==> src/design/pvsd_pkg.sv <==
// Constants, widths, tables and types of the steer drive unit.
package pvsd_pkg;

  localparam int FRAC_BITS     = 12;
  localparam int CORDIC_STAGES = 16;
  localparam int ATAN_TAB_LEN  = 24;
  localparam int NUM_STAGES    = (CORDIC_STAGES < ATAN_TAB_LEN) ? CORDIC_STAGES : ATAN_TAB_LEN;
  localparam int GUARD_BITS    = 8;

  localparam int VEL_W   = 16;
  localparam int SPD_W   = 17;
  localparam int ANG_W   = 9;
  localparam int DUTY_W  = 14;
  localparam int GAIN_W  = 10;
  localparam int DATA_W  = 32;
  localparam int ADDR_W  = 3;

  localparam int CW      = 28;
  localparam int ZW      = 32;
  localparam int UXW     = CW - 2;
  localparam int INV_W   = 32;
  localparam int PW      = UXW + INV_W;
  localparam int MAG_W   = 16;
  localparam int AZW     = ZW - 1;
  localparam int SCALE_W = 14;
  localparam int APW     = AZW + SCALE_W;
  localparam int Q_SHIFT = 30;
  localparam int QW      = APW - Q_SHIFT;
  localparam int RECIP_W = 13;
  localparam int QPW     = QW + RECIP_W;
  localparam int RECIP_SHIFT = 19;
  localparam int AW      = QPW - RECIP_SHIFT;
  localparam int DPW     = MAG_W + GAIN_W;

  localparam logic [INV_W-1:0]   INV_GAIN_Q32 = 32'd2608131496;
  localparam logic [SCALE_W-1:0] ANGLE_SCALE  = 14'd15916;
  localparam logic [RECIP_W-1:0] RECIP_100    = 13'd5243;
  localparam int SPEED_MAX = 46341;
  localparam int ANGLE_MAX = 250;

  localparam logic [GAIN_W-1:0] GAIN_RESET  = 10'd100;
  localparam logic [DUTY_W-1:0] LIMIT_RESET = 14'd16383;

  localparam logic REG_DUTY_GAIN  = 1'b0;
  localparam logic REG_DUTY_LIMIT = 1'b1;

  localparam logic signed [ZW-1:0] ATAN_Q30 [ATAN_TAB_LEN] = '{
    32'sd843314856, 32'sd497837829, 32'sd263043836, 32'sd133525158,
    32'sd67021686,  32'sd33543515,  32'sd16775850,  32'sd8388437,
    32'sd4194282,   32'sd2097149,   32'sd1048575,   32'sd524287,
    32'sd262143,    32'sd131071,    32'sd65535,     32'sd32767,
    32'sd16383,     32'sd8191,      32'sd4095,      32'sd2047,
    32'sd1023,      32'sd511,       32'sd255,       32'sd127
  };

  typedef struct packed {
    logic             xneg;
    logic             xzero;
    logic             yzero;
    logic             yneg;
    logic [VEL_W-1:0] ymag;
  } pvsd_side_t;

endpackage

==> src/design/pvsd_cordic.sv <==
// Pipelined vectoring CORDIC, one rotation per register stage.
module pvsd_cordic (
  input  logic                          clk,
  input  logic                          rst_n,
  input  logic                          en,
  input  logic                          in_valid,
  input  logic signed [pvsd_pkg::CW-1:0] in_cx,
  input  logic signed [pvsd_pkg::CW-1:0] in_cy,
  input  pvsd_pkg::pvsd_side_t          in_side,
  output logic                          out_valid,
  output logic signed [pvsd_pkg::CW-1:0] out_cx,
  output logic signed [pvsd_pkg::ZW-1:0] out_z,
  output pvsd_pkg::pvsd_side_t          out_side
);
  import pvsd_pkg::*;

  logic              vld_r    [NUM_STAGES];
  logic              vld_nxt  [NUM_STAGES];
  logic signed [CW-1:0] cx_r  [NUM_STAGES];
  logic signed [CW-1:0] cx_nxt[NUM_STAGES];
  logic signed [CW-1:0] cy_r  [NUM_STAGES];
  logic signed [CW-1:0] cy_nxt[NUM_STAGES];
  logic signed [ZW-1:0] z_r   [NUM_STAGES];
  logic signed [ZW-1:0] z_nxt [NUM_STAGES];
  pvsd_side_t        side_r   [NUM_STAGES];
  pvsd_side_t        side_nxt [NUM_STAGES];

  for (genvar g = 0; g < NUM_STAGES; g++) begin : g_stage
    logic              src_v;
    logic signed [CW-1:0] src_cx;
    logic signed [CW-1:0] src_cy;
    logic signed [ZW-1:0] src_z;
    pvsd_side_t        src_side;

    if (g == 0) begin : g_head
      assign src_v    = in_valid;
      assign src_cx   = in_cx;
      assign src_cy   = in_cy;
      assign src_z    = '0;
      assign src_side = in_side;
    end else begin : g_body
      assign src_v    = vld_r[g-1];
      assign src_cx   = cx_r[g-1];
      assign src_cy   = cy_r[g-1];
      assign src_z    = z_r[g-1];
      assign src_side = side_r[g-1];
    end

    assign vld_nxt[g]  = src_v;
    assign side_nxt[g] = src_side;
    assign cx_nxt[g] = src_cy[CW-1] ? (src_cx - (src_cy >>> g)) : (src_cx + (src_cy >>> g));
    assign cy_nxt[g] = src_cy[CW-1] ? (src_cy + (src_cx >>> g)) : (src_cy - (src_cx >>> g));
    assign z_nxt[g]  = src_cy[CW-1] ? (src_z - ATAN_Q30[g]) : (src_z + ATAN_Q30[g]);
  end

  always_ff @(posedge clk) begin
    for (int i = 0; i < NUM_STAGES; i++) begin
      if (!rst_n) begin
        vld_r[i] <= 1'b0;
      end else if (en) begin
        vld_r[i] <= vld_nxt[i];
      end
    end
  end

  always_ff @(posedge clk) begin
    if (en) begin
      for (int i = 0; i < NUM_STAGES; i++) begin
        cx_r[i]   <= cx_nxt[i];
        cy_r[i]   <= cy_nxt[i];
        z_r[i]    <= z_nxt[i];
        side_r[i] <= side_nxt[i];
      end
    end
  end

  assign out_valid = vld_r[NUM_STAGES-1];
  assign out_cx    = cx_r[NUM_STAGES-1];
  assign out_z     = z_r[NUM_STAGES-1];
  assign out_side  = side_r[NUM_STAGES-1];

endmodule

==> config.mk <==
export PLATFORM = sky130hd
export DESIGN_NAME = pvsd_cordic
export DESIGN_NICKNAME = d
export VERILOG_FILES = /design/src/design/pvsd_pkg.sv /design/src/design/pvsd_cordic.sv
export SDC_FILE = /design/constraint.sdc
export NUM_CORES = 2
export LEC_CHECK = 0
export BUFFER_PORTS_ARGS = -buffer_cell sky130_fd_sc_hd__buf_2
export CAP_MARGIN = 5
export CORE_ASPECT_RATIO = 0.9
export CORE_MARGIN = 1
export CORE_UTILIZATION = 58
export CTS_CLUSTER_DIAMETER = 60
export CTS_CLUSTER_SIZE = 20
export DETAILED_ROUTE_END_ITERATION = 12
export PLACE_DENSITY_LB_ADDON = 0.1
export SKIP_CTS_REPAIR_TIMING = 1
export SYNTH_ARGS = -nofsm -noshare
export SYNTH_HDL_FRONTEND = slang
export SYNTH_SLANG_ARGS = --single-unit
==> constraint.sdc <==
create_clock -name clk -period 4.9 [get_ports clk]
set_clock_uncertainty 0.2 [all_clocks]
set_input_delay 0.98 -clock clk [delete_from_list [all_inputs] [get_ports clk]]
set_output_delay 0.98 -clock clk [all_outputs]
set_load 0.02 [all_outputs]
==> summary.md <==
| Metric | Value |
|---|---|
| Reg2reg setup slack | 0.17 ns |
| Drt first-iter violations | 8,074 |
| Fill cell count | 16,700 |
| R2R depth | 14 |
| CTS sink cnt | 1,651 |
| Max_cap viols | 0 |
| Fmax | 211 MHz |
| Critical path's top delay family | compound AO/OA/AOI/OAI gates |
| Register area | 49,600 um^2 |
| Final hold vios | 0 |
| Wire per inst | 20.0 um |
| Initial antenna violation count | 9 |
| Share of the synthesized area in the top cell type | 40.4% |
| Complex-gate fraction of the synthesized area | 17.8% |
| Final-stage net count | 14,100 |
| RR Endpoint | cy_r[1][80]$_DFFE_PP_ |
| Most frequent cells in the layout | edfxtp_1, ha_1, a21oi_1, nor2_1, xnor2_1 |
| Syn. warnings | 0 |
| DP HPWL | 246 mm |
| CP max stage delay | 0.58 ns |
| Total GRT Usage | 28.6% |
| Initial Util | 58.6% |
| Min setup slack post-route | 0.169 ns |
| Crit. End Element | flop |
| Syn Nets | 13,700 |
| Post-route minimum period | 4.73 ns |
| First-pass GRT wire length | 489 mm |
| Drt first pass iters | 6 |
| Status | complete, no violations |
| Ratio of cells with drive above 1 in the final layout | 7.01% |
| Most common cell after layout, fill and taps aside | edfxtp_1 |
| Die Ht | 439 um |
| Number of H-tree levels | 4 |
| TritonCTS clock tree | done |
| Global route overflow | 0 |
| EDFF count, synth | 1,650 |
| Largest cells by area after synthesis | edfxtp_1, ha_1, xnor2_1 |
| Vias in the first global route | 90,000 |
| CTS Buf Count | 151 |
| Synth Register Bits | 1,651 |
| Critical path peak fanout | 26 |
| Detailed-route via count | 94,500 |
| Post-Synthesis Cells | 12,200 |
| Worst-Margin Slew | 0.913 ns |
| Average size of a mapped cell | 10.1 um^2 |
| CP Class | reg -> reg |
| CP Cell Sequence | buf_4, mux2_2, fa_1, a21o_1, a21oi_1, o21bai_1, a21oi_1, o21ai_0, a41oi_1, o31a_1, o21ai_0, a21oi_1, mux2i_1, and3_1 |
| Post-Place Cells | 15,300 |
| Distinct cells, synth | 97 |
| # IOs | 161 |
| Skew-Pair Late Insertion Delay | 0.83 ns |
| Register area share after synthesis | 40.4% |
| Pre-CTS WS | -0.0955 ns |
| Final Max Slew Viols | 0 |
| Pin count of the biggest net entering global routing | 136 |
| Area of the multi-input gates | 70,500 um^2 |
| Worst setup SP type | flop |
| Post-Layout Cell Count | 15,600 |
| Critical Path Start | cy_r[1][55]$_DFFE_PP_ |
| Clock buffer depth | 3 |
| Final period utilization | 96.6% |
| Die width | 487 um |
| Adder-cell share of the synthesized area | 14.7% |
| Area leader, netlist | edfxtp_1 |
| Post-synthesis xor/xnor area fraction | 11.7% |
| CTS root buffer | clkbuf_16 |
| Clock Pin Slew Worst Setup and Hold Paths | 0.08 ns |
| Num rows | 159 |
| Routed WL | 312 mm |
| Hold crit path type | in -> reg |
| Layout Area Growth over Synthesis | 9.43% |
| Slew HR | 38.6% |
| Ys async rst share | 0% |
| Vias per inst | 6.07 |
| Crit path required time | 5.26 ns |
| Crit path max-delay cell type | edfxtp_1 |
| DRC Markers | 0 |
| Port bufs | 159 |
| Most used DFF post-synth | edfxtp_1 |
| Die area | 214,000 um^2 |
| Multiplexer share of the synthesized area | 0.417% |
| Largest family of logic cells by synthesized area | compound AO/OA/AOI/OAI gates |
| Arrival time at the worst endpoint | 5.09 ns |
| Routed Antenna Nets | 0 |
| Mapped Area | 123,000 um^2 |
| Worst setup path end | cy_r[1][80]$_DFFE_PP_ |
| Placed cell areas | 129,000 um^2 |
| Bufs and invs on worst path | 1 |
| CP Depth | 14 |
| Crit path top cell by count | a21oi_1 |
| Routability cong. | 0.981 |
| Reg2reg start | cy_r[1][55]$_DFFE_PP_ |
| Setup-failing EPs final | 0 |
| Core box area | 209,000 um^2 |
| Finished Cell Area | 134,000 um^2 |
| Simple-gate share of the synthesized area | 12.7% |
==> logic make-up (layout without fill, tap and decap cells) <==
family,Yosys count,in the layout
AO/OA/AOI/OAI,3470,3470
AND/OR/NAND/NOR,3231,3231
buffers and inverters,761,1304
XOR/XNOR,1634,1634
multiplexers,49,49
other,1,3
flip-flops,1651,1651
adder cells (fa/ha/maj),1416,1416
==> cells in the mapped netlist, types with 40 or more instances <==
cell type,number
a211oi_1,89
a21o_1,536
a21oi_1,1258
a31oi_1,148
and2_1,67
and3_1,146
clkbuf_1,145
edfxtp_1,1650
fa_1,40
ha_1,1376
inv_1,553
nand2_1,603
nand2b_1,204
nand3_1,193
nand4_1,93
nor2_1,1086
nor2b_1,219
nor3_1,322
nor4_1,81
o211ai_1,43
o21a_1,176
o21ai_0,594
o21bai_1,150
o31ai_1,51
or3_1,69
xnor2_1,1079
xor2_1,555
==> worst min path at each step <==
| stage | cells past startpoint | to | slack (ns) | startpoint |
|---|---|---|---|---|
| after floorplan | 0 | side_r[0][100]$_DFFE_PP_ | 0.20 | side_r[0][80]$_DFFE_PP_ |
| after global placement | 0 | side_r[0][49]$_DFFE_PP_ | 0.20 | side_r[0][29]$_DFFE_PP_ |
| after detailed placement | 0 | side_r[0][120]$_DFFE_PP_ | 0.20 | side_r[0][100]$_DFFE_PP_ |
| after CTS | 1 | side_r[0][18]$_DFFE_PP_ | 0.06 | in_side[18] |
| after global routing | 1 | side_r[0][0]$_DFFE_PP_ | 0.07 | in_side[0] |
| final | 1 | side_r[0][11]$_DFFE_PP_ | 0.12 | in_side[11] |
==> metrics by stage <==
step	hold WS, ns	TNS (ns)	utilization, %
after CTS	0.0601	-0.192	64.0
final	0.121	0	64.1
after global routing	0.0732	-0.0459	64.1
after global placement	0.200	-0.0231	61.5
after floorplan	0.200	0	-
after detailed placement	0.205	-0.151	61.5
==> state kept, by name (all words and copies together), names as in the netlist <==
signal  count
cx_r      448
cy_r      404
side_r    320
vld_r      16
z_r       463
==> cell type report <==
type                       count  share of cell area [%]
inverter                     558                    1.56
multi-input combinational   9801                    52.5
clock buffer                 160                    2.87
tap                         2817                    2.62
timing repair buffer         474                    2.55
sequential                  1651                    36.9
clock inverter               112                    1.04
antenna                        2                 0.00372
==> routing by layer <==
metal  vias to the layer above  GRT usage (%)  wire length (um)
li1                      45900              -                 -
met1                     45100           42.4            148000
met2                      2994           44.5            137000
met3                       404           3.47             20800
met4                         2           6.46              6270
met5                         -              0                13
Power is left out: the tool's default activity adds up to more than one toggle a clock period on the data nets, which glitch-free logic cannot reach.
